[config.mk]
export PLATFORM = sky130hd
export DESIGN_NAME = lcg_random_and_permutation_engine_top_flat
export DESIGN_NICKNAME = d
export VERILOG_FILES = /design/src/rtl/lcgrpe_pkg.sv /design/src/rtl/lcgrpe_if.sv /design/src/rtl/lcgrpe_front.sv /design/src/rtl/lcgrpe_queue.sv /design/src/rtl/lcgrpe_back.sv /design/src/rtl/lcg_random_and_permutation_engine_top.sv /design/src/flat_wrapper.sv
export SDC_FILE = /design/constraint.sdc
export NUM_CORES = 2
export LEC_CHECK = 0
export BUFFER_PORTS_ARGS = -buffer_cell sky130_fd_sc_hd__buf_2
export CELL_PAD_IN_SITES_DETAIL_PLACEMENT = 0
export CELL_PAD_IN_SITES_GLOBAL_PLACEMENT = 1
export CORE_MARGIN = 2
export CORE_UTILIZATION = 48
export DETAILED_ROUTE_END_ITERATION = 16
export PLACE_DENSITY_LB_ADDON = 0.1
export SYNTH_ARGS = -nofsm -noshare
export SYNTH_HDL_FRONTEND = slang
export SYNTH_SLANG_ARGS = --single-unit
[constraint.sdc]
create_clock -name clk -period 9.7 [get_ports clk]
set_clock_uncertainty 0.2 [all_clocks]
set_input_delay 0.97 -clock clk [delete_from_list [all_inputs] [get_ports clk]]
set_output_delay 0.97 -clock clk [all_outputs]
set_load 0.02 [all_outputs]
[src/rtl/lcgrpe_pkg.sv]
package lcgrpe_pkg;

  localparam int DEF_MAX_ENTRIES = 64;
  localparam int QUEUE_DEPTH = 2;

  localparam logic [31:0] LCG_MUL = 32'd1103515245;
  localparam logic [31:0] LCG_ADD = 32'd12345;
  localparam int LCG_SHIFT = 16;

  localparam logic [1:0] FUNC_DRAW = 2'd0;
  localparam logic [1:0] FUNC_SEED = 2'd1;
  localparam logic [1:0] FUNC_SHUF = 2'd2;

  typedef enum logic [1:0] {
    OP_DRAW = 2'd0,
    OP_SEED = 2'd1,
    OP_SHUF = 2'd2
  } op_t;

  // Count is already saturated to the table size, so it never grows past 7 bits.
  typedef struct packed {
    op_t         op;
    logic [15:0] bound;
    logic [31:0] new_seed;
    logic [6:0]  count;
  } cmd_t;

  function automatic logic [31:0] lcg_next(input logic [31:0] s);
    lcg_next = s * LCG_MUL + LCG_ADD;
  endfunction

endpackage

[src/rtl/lcgrpe_if.sv]
interface lcgrpe_in_if;
  logic        valid;
  logic        ready;
  logic [1:0]  func;
  logic [15:0] bound;
  logic [31:0] new_seed;
  logic [6:0]  count;

  modport source (output valid, func, bound, new_seed, count, input ready);
  modport sink (input valid, func, bound, new_seed, count, output ready);
endinterface

interface lcgrpe_out_if;
  logic        valid;
  logic        ready;
  logic [15:0] value;
  logic        last;
  logic [31:0] seed_now;

  modport source (output valid, value, last, seed_now, input ready);
  modport sink (input valid, value, last, seed_now, output ready);
endinterface

[src/rtl/lcgrpe_front.sv]
module lcgrpe_front #(
  parameter int MAX_ENTRIES = lcgrpe_pkg::DEF_MAX_ENTRIES
) (
  lcgrpe_in_if.sink          req,
  input  logic               push_ready,
  output logic               push_valid,
  output lcgrpe_pkg::cmd_t   push_cmd
);

  localparam int SW = ($clog2(MAX_ENTRIES + 1) > 7) ? $clog2(MAX_ENTRIES + 1) : 7;

  logic [SW-1:0] count_ext;
  logic [SW-1:0] count_sat;
  logic          keep;

  assign count_ext = SW'(req.count);
  assign count_sat = (count_ext > SW'(MAX_ENTRIES)) ? SW'(MAX_ENTRIES) : count_ext;

  // Unused selectors and empty shuffles leave no trace, so they never enter the queue.
  always_comb begin
    keep = 1'b0;
    push_cmd.op = lcgrpe_pkg::OP_DRAW;
    push_cmd.bound = req.bound;
    push_cmd.new_seed = req.new_seed;
    push_cmd.count = 7'(count_sat);
    unique case (req.func)
      lcgrpe_pkg::FUNC_DRAW: begin
        keep = 1'b1;
        push_cmd.op = lcgrpe_pkg::OP_DRAW;
      end
      lcgrpe_pkg::FUNC_SEED: begin
        keep = 1'b1;
        push_cmd.op = lcgrpe_pkg::OP_SEED;
      end
      lcgrpe_pkg::FUNC_SHUF: begin
        keep = (count_sat != '0);
        push_cmd.op = lcgrpe_pkg::OP_SHUF;
      end
      default: begin
        keep = 1'b0;
        push_cmd.op = lcgrpe_pkg::OP_DRAW;
      end
    endcase
  end

  assign req.ready = push_ready;
  assign push_valid = req.valid && keep;

endmodule

[src/rtl/lcgrpe_queue.sv]
module lcgrpe_queue (
  input  logic             clk,
  input  logic             rst,
  input  logic             push_valid,
  input  lcgrpe_pkg::cmd_t push_cmd,
  output logic             push_ready,
  output logic             pop_valid,
  output lcgrpe_pkg::cmd_t pop_cmd,
  input  logic             pop_ready
);

  localparam int PW = $clog2(lcgrpe_pkg::QUEUE_DEPTH);
  localparam int FW = $clog2(lcgrpe_pkg::QUEUE_DEPTH + 1);

  lcgrpe_pkg::cmd_t slots [lcgrpe_pkg::QUEUE_DEPTH];
  logic [PW-1:0] wr_ptr;
  logic [PW-1:0] rd_ptr;
  logic [FW-1:0] fill;
  logic          do_push;
  logic          do_pop;

  assign push_ready = (fill != FW'(lcgrpe_pkg::QUEUE_DEPTH));
  assign pop_valid = (fill != '0);
  assign pop_cmd = slots[rd_ptr];
  assign do_push = push_valid && push_ready;
  assign do_pop = pop_valid && pop_ready;

  always_ff @(posedge clk) begin
    if (do_push) begin
      slots[wr_ptr] <= push_cmd;
    end
  end

  always_ff @(posedge clk) begin
    if (rst) begin
      wr_ptr <= '0;
      rd_ptr <= '0;
      fill <= '0;
    end else begin
      if (do_push) begin
        wr_ptr <= (wr_ptr == PW'(lcgrpe_pkg::QUEUE_DEPTH - 1)) ? '0 : wr_ptr + PW'(1);
      end
      if (do_pop) begin
        rd_ptr <= (rd_ptr == PW'(lcgrpe_pkg::QUEUE_DEPTH - 1)) ? '0 : rd_ptr + PW'(1);
      end
      fill <= fill + FW'(do_push) - FW'(do_pop);
    end
  end

endmodule

[src/rtl/lcgrpe_back.sv]
module lcgrpe_back #(
  parameter int MAX_ENTRIES = lcgrpe_pkg::DEF_MAX_ENTRIES
) (
  input  logic             clk,
  input  logic             rst,
  input  logic             pop_valid,
  input  lcgrpe_pkg::cmd_t pop_cmd,
  output logic             pop_ready,
  lcgrpe_out_if.source     rsp
);

  localparam int CW = $clog2(MAX_ENTRIES + 1);
  localparam int AW = (MAX_ENTRIES > 1) ? $clog2(MAX_ENTRIES) : 1;

  typedef enum logic [10:0] {
    S_IDLE   = 11'b00000000001,
    S_D_MUL  = 11'b00000000010,
    S_D_OUT  = 11'b00000000100,
    S_FILL   = 11'b00000001000,
    S_SW_ADV = 11'b00000010000,
    S_SW_MUL = 11'b00000100000,
    S_SW_RD  = 11'b00001000000,
    S_SW_W1  = 11'b00010000000,
    S_SW_W2  = 11'b00100000000,
    S_E_RD   = 11'b01000000000,
    S_E_OUT  = 11'b10000000000
  } state_t;

  state_t        state;
  logic [31:0]   seed;
  logic [15:0]   bnd;
  logic [31:0]   prod;
  logic [CW-1:0] n;
  logic [CW-1:0] idx;
  logic [CW-1:0] jdx;
  logic [CW-1:0] j_comb;
  logic [16:0]   j_wide;
  logic [15:0]   mul_b;
  logic          idx_last;

  logic [AW-1:0] mem [MAX_ENTRIES];
  logic          mem_we;
  logic [AW-1:0] mem_wa;
  logic [AW-1:0] mem_wd;
  logic          rd_en;
  logic [AW-1:0] rd_a;
  logic [AW-1:0] rd_b;

  logic          out_free;
  logic          out_load;

  assign pop_ready = (state == S_IDLE);
  assign idx_last = (idx == n - CW'(1));
  assign out_free = !rsp.valid || rsp.ready;
  assign out_load = out_free && ((state == S_D_OUT) || (state == S_E_OUT));

  assign mul_b = (state == S_D_MUL) ? bnd : 16'(n - idx);

  // The swap partner is i plus the draw; it is clamped to the table end for safety.
  assign j_wide = 17'(prod[31:16]) + 17'(idx);
  assign j_comb = (j_wide >= 17'(n)) ? n - CW'(1) : CW'(j_wide);

  always_comb begin
    mem_we = 1'b0;
    mem_wa = idx[AW-1:0];
    mem_wd = idx[AW-1:0];
    case (state)
      S_FILL: begin
        mem_we = 1'b1;
      end
      S_SW_W1: begin
        mem_we = 1'b1;
        mem_wd = rd_b;
      end
      S_SW_W2: begin
        mem_we = 1'b1;
        mem_wa = jdx[AW-1:0];
        mem_wd = rd_a;
      end
      default: begin
        mem_we = 1'b0;
      end
    endcase
  end

  assign rd_en = (state == S_SW_RD) || (state == S_E_RD);

  always_ff @(posedge clk) begin
    if (mem_we) begin
      mem[mem_wa] <= mem_wd;
    end
    if (rd_en) begin
      rd_a <= mem[idx[AW-1:0]];
      rd_b <= mem[j_comb[AW-1:0]];
    end
  end

  always_ff @(posedge clk) begin
    if (state == S_D_MUL || state == S_SW_MUL) begin
      prod <= seed[31:16] * mul_b;
    end
    if (state == S_SW_RD) begin
      jdx <= j_comb;
    end
    if (state == S_IDLE && pop_valid) begin
      bnd <= pop_cmd.bound;
      n <= CW'(pop_cmd.count);
    end
  end

  always_ff @(posedge clk) begin
    if (rst) begin
      state <= S_IDLE;
      seed <= '0;
      idx <= '0;
    end else begin
      unique case (state)
        S_IDLE: begin
          idx <= '0;
          if (pop_valid) begin
            unique case (pop_cmd.op)
              lcgrpe_pkg::OP_DRAW: begin
                seed <= lcgrpe_pkg::lcg_next(seed);
                state <= S_D_MUL;
              end
              lcgrpe_pkg::OP_SEED: begin
                seed <= pop_cmd.new_seed;
              end
              lcgrpe_pkg::OP_SHUF: begin
                state <= S_FILL;
              end
              default: begin
                state <= S_IDLE;
              end
            endcase
          end
        end
        S_D_MUL: state <= S_D_OUT;
        S_D_OUT: begin
          if (out_free) begin
            state <= S_IDLE;
          end
        end
        S_FILL: begin
          if (idx_last) begin
            idx <= '0;
            state <= S_SW_ADV;
          end else begin
            idx <= idx + CW'(1);
          end
        end
        S_SW_ADV: begin
          seed <= lcgrpe_pkg::lcg_next(seed);
          state <= S_SW_MUL;
        end
        S_SW_MUL: state <= S_SW_RD;
        S_SW_RD:  state <= S_SW_W1;
        S_SW_W1:  state <= S_SW_W2;
        S_SW_W2: begin
          if (idx_last) begin
            idx <= '0;
            state <= S_E_RD;
          end else begin
            idx <= idx + CW'(1);
            state <= S_SW_ADV;
          end
        end
        S_E_RD: state <= S_E_OUT;
        S_E_OUT: begin
          if (out_free) begin
            if (idx_last) begin
              state <= S_IDLE;
            end else begin
              idx <= idx + CW'(1);
              state <= S_E_RD;
            end
          end
        end
        default: state <= S_IDLE;
      endcase
    end
  end

  always_ff @(posedge clk) begin
    if (rst) begin
      rsp.valid <= 1'b0;
    end else if (out_load) begin
      rsp.valid <= 1'b1;
    end else if (rsp.ready) begin
      rsp.valid <= 1'b0;
    end
  end

  always_ff @(posedge clk) begin
    if (out_load) begin
      rsp.seed_now <= seed;
      if (state == S_D_OUT) begin
        rsp.value <= prod[31:16];
        rsp.last <= 1'b1;
      end else begin
        rsp.value <= 16'(rd_a);
        rsp.last <= idx_last;
      end
    end
  end

  a_pop_only_idle: assert property (@(posedge clk) disable iff (rst)
    (pop_valid && pop_ready) |-> (state == S_IDLE))
    else $error("command taken while busy");

  a_partner_in_range: assert property (@(posedge clk) disable iff (rst)
    (state == S_SW_W1) |-> ((jdx >= idx) && (jdx < n)))
    else $error("swap partner outside the live table");

  a_idx_in_range: assert property (@(posedge clk) disable iff (rst)
    (state == S_FILL || state == S_SW_RD || state == S_E_OUT) |-> (idx < n))
    else $error("table index beyond shuffle count");

  a_shuffle_ends_last: assert property (@(posedge clk) disable iff (rst)
    (state == S_E_OUT && out_free && idx_last) |=> (rsp.valid && rsp.last))
    else $error("final permutation word not marked last");

endmodule

[src/rtl/lcg_random_and_permutation_engine_top.sv]
// Random source with a 32-bit linear congruential seed and a permutation shuffler.
// A draw steps the seed and takes the bounded multiply before its output word is loaded;
// a reseed only replaces the seed. A shuffle of n entries leaves the queue, fills the
// table, runs five steps per swap (seed step, bounded multiply, two-port table read,
// two single-port writes), then emits each word after a registered table read. The table
// memory's single write port splits each swap's write into two steps, and each swap
// multiplies the upper 16 seed bits by the remaining count. Each word carries the seed as it
// stands after the whole command. Commands enter a two-deep queue, so the next ones are
// taken while the current one runs; unused selectors and shuffles of zero are dropped
// before it, and counts above the table size are cut to it.
module lcg_random_and_permutation_engine_top #(
  parameter int MAX_ENTRIES = lcgrpe_pkg::DEF_MAX_ENTRIES
) (
  input  logic         clk,
  input  logic         rst,
  lcgrpe_in_if.sink    req,
  lcgrpe_out_if.source rsp
);

  logic             push_valid;
  logic             push_ready;
  lcgrpe_pkg::cmd_t push_cmd;
  logic             pop_valid;
  logic             pop_ready;
  lcgrpe_pkg::cmd_t pop_cmd;

  lcgrpe_front #(
    .MAX_ENTRIES(MAX_ENTRIES)
  ) u_front (
    .req        (req),
    .push_ready (push_ready),
    .push_valid (push_valid),
    .push_cmd   (push_cmd)
  );

  lcgrpe_queue u_queue (
    .clk        (clk),
    .rst        (rst),
    .push_valid (push_valid),
    .push_cmd   (push_cmd),
    .push_ready (push_ready),
    .pop_valid  (pop_valid),
    .pop_cmd    (pop_cmd),
    .pop_ready  (pop_ready)
  );

  lcgrpe_back #(
    .MAX_ENTRIES(MAX_ENTRIES)
  ) u_back (
    .clk       (clk),
    .rst       (rst),
    .pop_valid (pop_valid),
    .pop_cmd   (pop_cmd),
    .pop_ready (pop_ready),
    .rsp       (rsp)
  );

endmodule
[src/flat_wrapper.sv]
// flat-port wrapper written by rule: the top's interface ports become plain ports
module lcg_random_and_permutation_engine_top_flat 
#(
  parameter int MAX_ENTRIES = lcgrpe_pkg::DEF_MAX_ENTRIES
)
  (clk, rst, req_valid, req_func, req_bound, req_new_seed, req_count, req_ready, rsp_valid, rsp_value, rsp_last, rsp_seed_now, rsp_ready);
  lcgrpe_in_if req_i ();
  lcgrpe_out_if rsp_i ();
  input  logic clk;
  input  logic rst;
  input wire logic [$bits(req_i.valid)-1:0] req_valid;
  input wire logic [$bits(req_i.func)-1:0] req_func;
  input wire logic [$bits(req_i.bound)-1:0] req_bound;
  input wire logic [$bits(req_i.new_seed)-1:0] req_new_seed;
  input wire logic [$bits(req_i.count)-1:0] req_count;
  output wire logic [$bits(req_i.ready)-1:0] req_ready;
  output wire logic [$bits(rsp_i.valid)-1:0] rsp_valid;
  output wire logic [$bits(rsp_i.value)-1:0] rsp_value;
  output wire logic [$bits(rsp_i.last)-1:0] rsp_last;
  output wire logic [$bits(rsp_i.seed_now)-1:0] rsp_seed_now;
  input wire logic [$bits(rsp_i.ready)-1:0] rsp_ready;
  assign req_i.valid = req_valid;
  assign req_i.func = req_func;
  assign req_i.bound = req_bound;
  assign req_i.new_seed = req_new_seed;
  assign req_i.count = req_count;
  assign req_ready = req_i.ready;
  assign rsp_valid = rsp_i.valid;
  assign rsp_value = rsp_i.value;
  assign rsp_last = rsp_i.last;
  assign rsp_seed_now = rsp_i.seed_now;
  assign rsp_i.ready = rsp_ready;
  lcg_random_and_permutation_engine_top #(.MAX_ENTRIES(MAX_ENTRIES)) u_core (.clk(clk), .rst(rst), .req(req_i), .rsp(rsp_i));
endmodule
After elaboration in Yosys (flattened, before gate mapping)

Memory sizes are Yosys's and may differ from the RTL's. A register that Yosys moved wholly into a read port is not among the register bits.
Cells that the tools add are included.

Add/subtract/negate cells: 9
Multipliers: 2
Magnitude comparators: 2
Eq/ne operators: 24
Muxes and demuxes: 34
Reductions and logical operators: 22

Operators by type and width:

| kind                                                | number |
|---|---|
| one-hot mux 32 bit (2 select lines)                 | 2 |
| one-hot mux 11 bit (11 select lines)                | 1 |
| 2-to-1 mux 11 bit                                   | 4 |
| one-hot mux 11 bit (3 select lines)                 | 1 |
| adder 32 x 14 -> 32 bit, second input constant      | 1 |
| multiplier 16 x 16 -> 32 bit                        | 1 |
| multiplier 32 x 31 -> 32 bit, second input constant | 1 |
| 2-to-1 mux 32 bit                                   | 1 |
| 2-to-1 mux 7 bit                                    | 4 |
| one-hot mux 7 bit (3 select lines)                  | 1 |
| 2-to-1 mux 10 bit                                   | 2 |
| 2-to-1 mux 6 bit                                    | 3 |
| adder 16 x 7 -> 17 bit                              | 1 |
| greater-or-equal comparator 17 x 7 -> 1 bit         | 1 |
| 2-to-1 mux 16 bit                                   | 1 |
| inequality test 2 bit, second input constant        | 7 |
| one-hot mux 6 bit (2 select lines)                  | 1 |
| == test 11 x 1 -> 1 bit, second input constant      | 1 |
| == test 11 x 10 -> 1 bit, second input constant     | 1 |
| == test 11 bit, second input constant               | 1 |
| == test 11 x 2 -> 1 bit, second input constant      | 1 |
| == test 11 x 3 -> 1 bit, second input constant      | 1 |
| == test 11 x 4 -> 1 bit, second input constant      | 1 |
| == test 11 x 5 -> 1 bit, second input constant      | 1 |
| other kinds (29)                                    | 53 |

Register bits after elaboration: 165
Memory bits (writable): 498
Output and inout bits: 51
Logic and storage cells: 110
Memories kept: 2

Memory list:

| memory               | words | bits a word | read ports | clocked after memory_dff | wr ports | RTL line           | source |
|---|---|---|---|---|---|---|---|
| u_core.u_back.mem    | 64    | 6           | 2          | 2                        | 1        | lcgrpe_back.sv:41  | `logic [AW-1:0] mem [MAX_ENTRIES];` |
| u_core.u_queue.slots | 2     | 57          | 1          | 1                        | 1        | lcgrpe_queue.sv:15 | `lcgrpe_pkg::cmd_t slots [lcgrpe_pkg::QUEUE_DEPTH];` |

Longest topological paths before layout

Depth in word-level cells: 8
Mapped depth: 40

Modules after synthesis

A second synthesis with hierarchy kept.

Cells, all modules: 4004
Area, all modules: 47699.5 sq um

Modules (own cells, without submodules):

| module       | times used | cells each | area each (sq um) | seq. area each (sq um) |
|---|---|---|---|---|
| lcgrpe_back  | 1          | 3736       | 42861.1           | 15735.1 |
| lcgrpe_queue | 1          | 206        | 4374.2            | 3523.4 |
| lcgrpe_front | 1          | 62         | 464.2             | 0.0 |

Worst setup path after synthesis

OpenSTA, ideal clock, no wires.

Path kind: register to register
From: register u_core.u_back.idx[1]
To: register u_core.u_back.prod[31], data pin
Library setup time: 0.136 ns
Arrival: 9.038 ns
Required time: 9.364 ns
Setup slack: 0.326 ns
Stages on the path, launching flop included: 36
Path through: dfxtp_1 buf_1 clkbuf_1 buf_1 inv_1 ha_1 nor2b_1 o21ai_0 nand2_1 and2_1 o21ai_0 nand2_1 and2_1 o31ai_1 clkbuf_1 and2_1 fa_1 inv_1 fa_1 fa_1 fa_1 inv_1 fa_1 fa_1 ha_1 a21o_1 a21o_1 a21oi_1 o21ai_0 a21oi_1 and3b_1 o211ai_1 a31oi_1 o41a_1 or4_1 nand3_1

Longest elaborated chain between the ends: 3

Ends and longest elaborated chain:

| item                         | RTL line           | source |
|---|---|---|
| from (decl)                  | lcgrpe_back.sv:34  | `logic [CW-1:0] idx;` |
| from (signal assigned)       | lcgrpe_back.sv:149 | `idx <= idx + CW'(1);` |
| from (signal assigned)       | lcgrpe_back.sv:164 | `idx <= idx + CW'(1);` |
| from (signal assigned)       | lcgrpe_back.sv:174 | `idx <= idx + CW'(1);` |
| subtractor 7 x 7 -> 8 bit    | lcgrpe_back.sv:57  | `assign mul_b = (state == S_D_MUL) ? bnd : 16'(n - idx);` |
| 2-to-1 mux 16 bit            | lcgrpe_back.sv:57  |  |
| multiplier 16 x 16 -> 32 bit | lcgrpe_back.sv:100 | `prod <= seed[31:16] * mul_b;` |
| to (signal assigned)         | lcgrpe_back.sv:100 |  |
| to (decl)                    | lcgrpe_back.sv:32  | `logic [31:0] prod;` |

No other way between the ends.
A chain may end at the register's enable or synchronous reset.

Worst setup path in the final report

From: register u_core.u_back.n[0]
To: register u_core.u_back.prod[31], data pin

Longest elaborated chain between the ends: 3

Ends and longest elaborated chain:

| item                         | RTL line           | source |
|---|---|---|
| from (decl)                  | lcgrpe_back.sv:33  | `logic [CW-1:0] n;` |
| from (signal assigned)       | lcgrpe_back.sv:107 | `n <= CW'(pop_cmd.count);` |
| subtractor 7 x 7 -> 8 bit    | lcgrpe_back.sv:57  |  |
| 2-to-1 mux 16 bit            | lcgrpe_back.sv:57  |  |
| multiplier 16 x 16 -> 32 bit | lcgrpe_back.sv:100 |  |

No other way between the ends.

==> results.sh <==
export IMPL_status="completed"
export IMPL_grt_pass1_wl_mm=202.7
export IMPL_htreeDepth=3
export IMPL_drt_total_wl_mm=135.8
export IMPL_drt_iter0_drc=2449
export IMPL_cts_resized_gates=0
export IMPL_core_area_sq_mm=0.09657
export IMPL_tightest_slew_ns=1.225
export IMPL_io_pins=112
export IMPL_first_pass_iters=7
export IMPL_worst_setup_path_end_kind="flop"
export IMPL_synth_common_cells="edfxtp_1, inv_1, fa_1, ha_1, nand2_1"
export IMPL_cts_buffer_depth=3
export IMPL_synth_main_ff_cell="edfxtp_1"
export IMPL_synth_top_cell_area_share_pct=38.79
export IMPL_grtUsageTotal_pct=27.70
export IMPL_die_w_microns=316.1
export IMPL_critical_path_class="flop to flop"
export IMPL_ys_types=84
export IMPL_cp_arrival_ns=9.25
export IMPL_dp_hpwl_mm=100.6
export IMPL_grt_ovfl_total=0
export IMPL_slew_violations=0
export IMPL_rsz0062_at_grt="no"
export IMPL_die_h_microns=316.1
export IMPL_postRouteAntennaNets=0
export IMPL_num_vias=30130
export IMPL_nets=4710
export IMPL_post_cts_buffers=0
export IMPL_syn_area_per_cell_sq_um=12.20
export IMPL_antenna_found_initial=0
export IMPL_drive_above_1_share_pct=13.35
export IMPL_fin_crit_ns=8.933
export IMPL_cts_hold_buffers_added=0
export IMPL_wl_per_cell_microns=25.82
export IMPL_clk_pin_slew_ns=0.06
export IMPL_cts_buffers=75
export IMPL_netlist_area_sq_mm=0.04676
export IMPL_startpoint_type="flop"
export IMPL_die_area_sq_mm=0.09993
export IMPL_netlist_instances=3832
export IMPL_cp_required_ns=10.02
export IMPL_synth_most_common_cell="edfxtp_1"
export IMPL_hold_viol=0
export IMPL_timing_fmax_mhz=111.9
export IMPL_finalSetupTns_ns=0
export IMPL_gp_congestion=0.9054
export IMPL_area_growth_pct=9.544
export IMPL_async_flop_share_pct=0
export IMPL_max_slew_margin_pct=17.46
export IMPL_fillers=8383
export IMPL_grt_max_degree=126
export IMPL_maxCapViolCount=0
export IMPL_cts_sinks=660
export IMPL_fp_row_count=114
export IMPL_netlist_top_cells_area="edfxtp_1, fa_1, ha_1, mux4_2, inv_1"
export IMPL_cpMaxStageDelayCell="fa_1"
export IMPL_critPathMaxFanout=16
export IMPL_synth_seq_cells=660
export IMPL_root_buffer="clkbuf_16"
export IMPL_slowest_delay_ns=0.54
export IMPL_seq_area_frac_synth_pct=41.18
export IMPL_syn_num_nets=4609
export IMPL_viasPerCell=5.727
export IMPL_hold_class="input pin to flop"
export IMPL_finalSetupViolations=0
export IMPL_crit_top_cell="fa_1"
export IMPL_io_buffers=111
export IMPL_clkLatencyLatePin_ns=0.66
export IMPL_cts_tree="done"
export IMPL_grt_pass1_vias=31170
export IMPL_drc=0
export IMPL_ys_warn_count=0
export IMPL_yosysTopAreaCell="edfxtp_1"
export IMPL_antennaDiodeCount=0
export IMPL_finalCritPeriodShare_pct=92.09
export IMPL_initial_core_util_pct=48.42
export IMPL_synth_edff_count=604
[state kept, by name, summed over array words and instances, names as in the netlist, named ones only]
signal and cells:
u_core.u_back.bnd 16, u_core.u_back.idx 7, u_core.u_back.jdx 6, u_core.u_back.mem 384, u_core.u_back.n 7, u_core.u_back.prod 16, u_core.u_back.rd_a 6, u_core.u_back.rd_b 6
u_core.u_back.rsp.last 1, u_core.u_back.rsp.seed_now 32, u_core.u_back.rsp.valid 1, u_core.u_back.rsp.value 16, u_core.u_back.seed 32, u_core.u_back.state 11, u_core.u_queue.fill 2, u_core.u_queue.rd_ptr 1
u_core.u_queue.slots 114, u_core.u_queue.wr_ptr 1
[worst paths after layout]
path / startpoint / end / slack (ns) / depth (start not counted)
hold reg to reg: u_core.u_back.seed[30] / u_core.u_back.rsp.seed_now[30] / 0.30 / 0
setup / recovery: u_core.u_back.n[0] / u_core.u_back.prod[31] / 0.77 / 33
setup reg to reg: u_core.u_back.n[0] / u_core.u_back.prod[31] / 0.77 / 33
hold / removal: req_bound[6] / u_core.u_queue.slots[0][45] / 0.30 / 1
[worst max-delay path, delay by kind of cell (launching register included)]
kind / cells / cell delay, ns
AOI/OAI and AO/OA: 11 / 2.40
buffers and inverters: 5 / 0.60
muxes: 1 / 0.12
and+or+nand+nor: 6 / 1.07
xor gates and xnor gates: 1 / 0.09
DFF: 1 / 0.49
adders and majority gates: 9 / 3.82
[cell usage in the layout (no fill, tap or decap), types with 14 or more instances in the layout]
| cell type | n |
|---|---|
| a311oi_1 | 20 |
| nor2_1 | 180 |
| clkbuf_16 | 76 |
| dfxtp_1 | 53 |
| mux4_2 | 126 |
| a21o_1 | 23 |
| edfxtp_1 | 604 |
| buf_2 | 111 |
| a21oi_1 | 95 |
| a31oi_1 | 14 |
| fa_1 | 390 |
| nand3_1 | 45 |
| xnor2_1 | 81 |
| nor2b_1 | 21 |
| clkinv_1 | 18 |
| nand2_1 | 302 |
| xor2_1 | 18 |
| nand2b_1 | 23 |
| buf_4 | 71 |
| ha_1 | 326 |
| a222oi_1 | 14 |
| mux2i_1 | 92 |
| o21ai_0 | 85 |
| a211oi_1 | 104 |
| nor3_1 | 24 |
| mux2_2 | 65 |
| and2_1 | 83 |
| and3_1 | 90 |
| inv_1 | 589 |
| nand4_1 | 23 |
[through the flow]
stage	setup slack, ns	hold slack (ns)	instances	utilization (%)	cell area (sq um)
finish	0.7673	0.3050	5261	53.05	51220
global route	0.06457	0.2877	5261	53.05	51220
CTS	0.7259	0.2712	5261	53.05	51220
detailed placement	0.7768	0.2921	5132	50.65	48910
global placement	0.8568	0.2927	5132	50.65	48910
floorplan	0.3261	0.2064	3832	-	46760
[logic make-up after synthesis]
kind of cell	count (synthesis)	share of synthesized area (%)
fa+ha+maj	716	25.42
simple gates	860	8.956
compound gates	452	6.566
buf+inv	759	6.315
mux	286	9.705
flops	660	41.18
xor+xnor	99	1.854
[cell type report]
cell class / instances / area (sq um) / area share, %
Multi-Input combinational cell: 2413 / 24640 / 48.11
Sequential cell: 660 / 19270 / 37.62
Inverter: 598 / 2250 / 4.392
Clock buffer: 84 / 1932 / 3.771
Tap cell: 1276 / 1597 / 3.117
Timing Repair Buffer: 185 / 1149 / 2.242
Clock inverter: 45 / 384.1 / 0.7499
[layer usage]
| layer | track usage (%) | part of all wire, % | vias to the layer above | wire length [microns] |
|---|---|---|---|---|
| li1 | - | - | 13610 | - |
| met1 | 37.58 | 42 | 15350 | 57360 |
| met2 | 45.79 | 48 | 968 | 65630 |
| met3 | 4.310 | 6.0 | 206 | 8134 |
| met4 | 9.166 | 3.5 | 0 | 4689 |
| met5 | 0 | 0 | - | 0 |
Power is not shown: default switching activity piles up to over one toggle a cycle in this logic, so the estimate is an artifact.
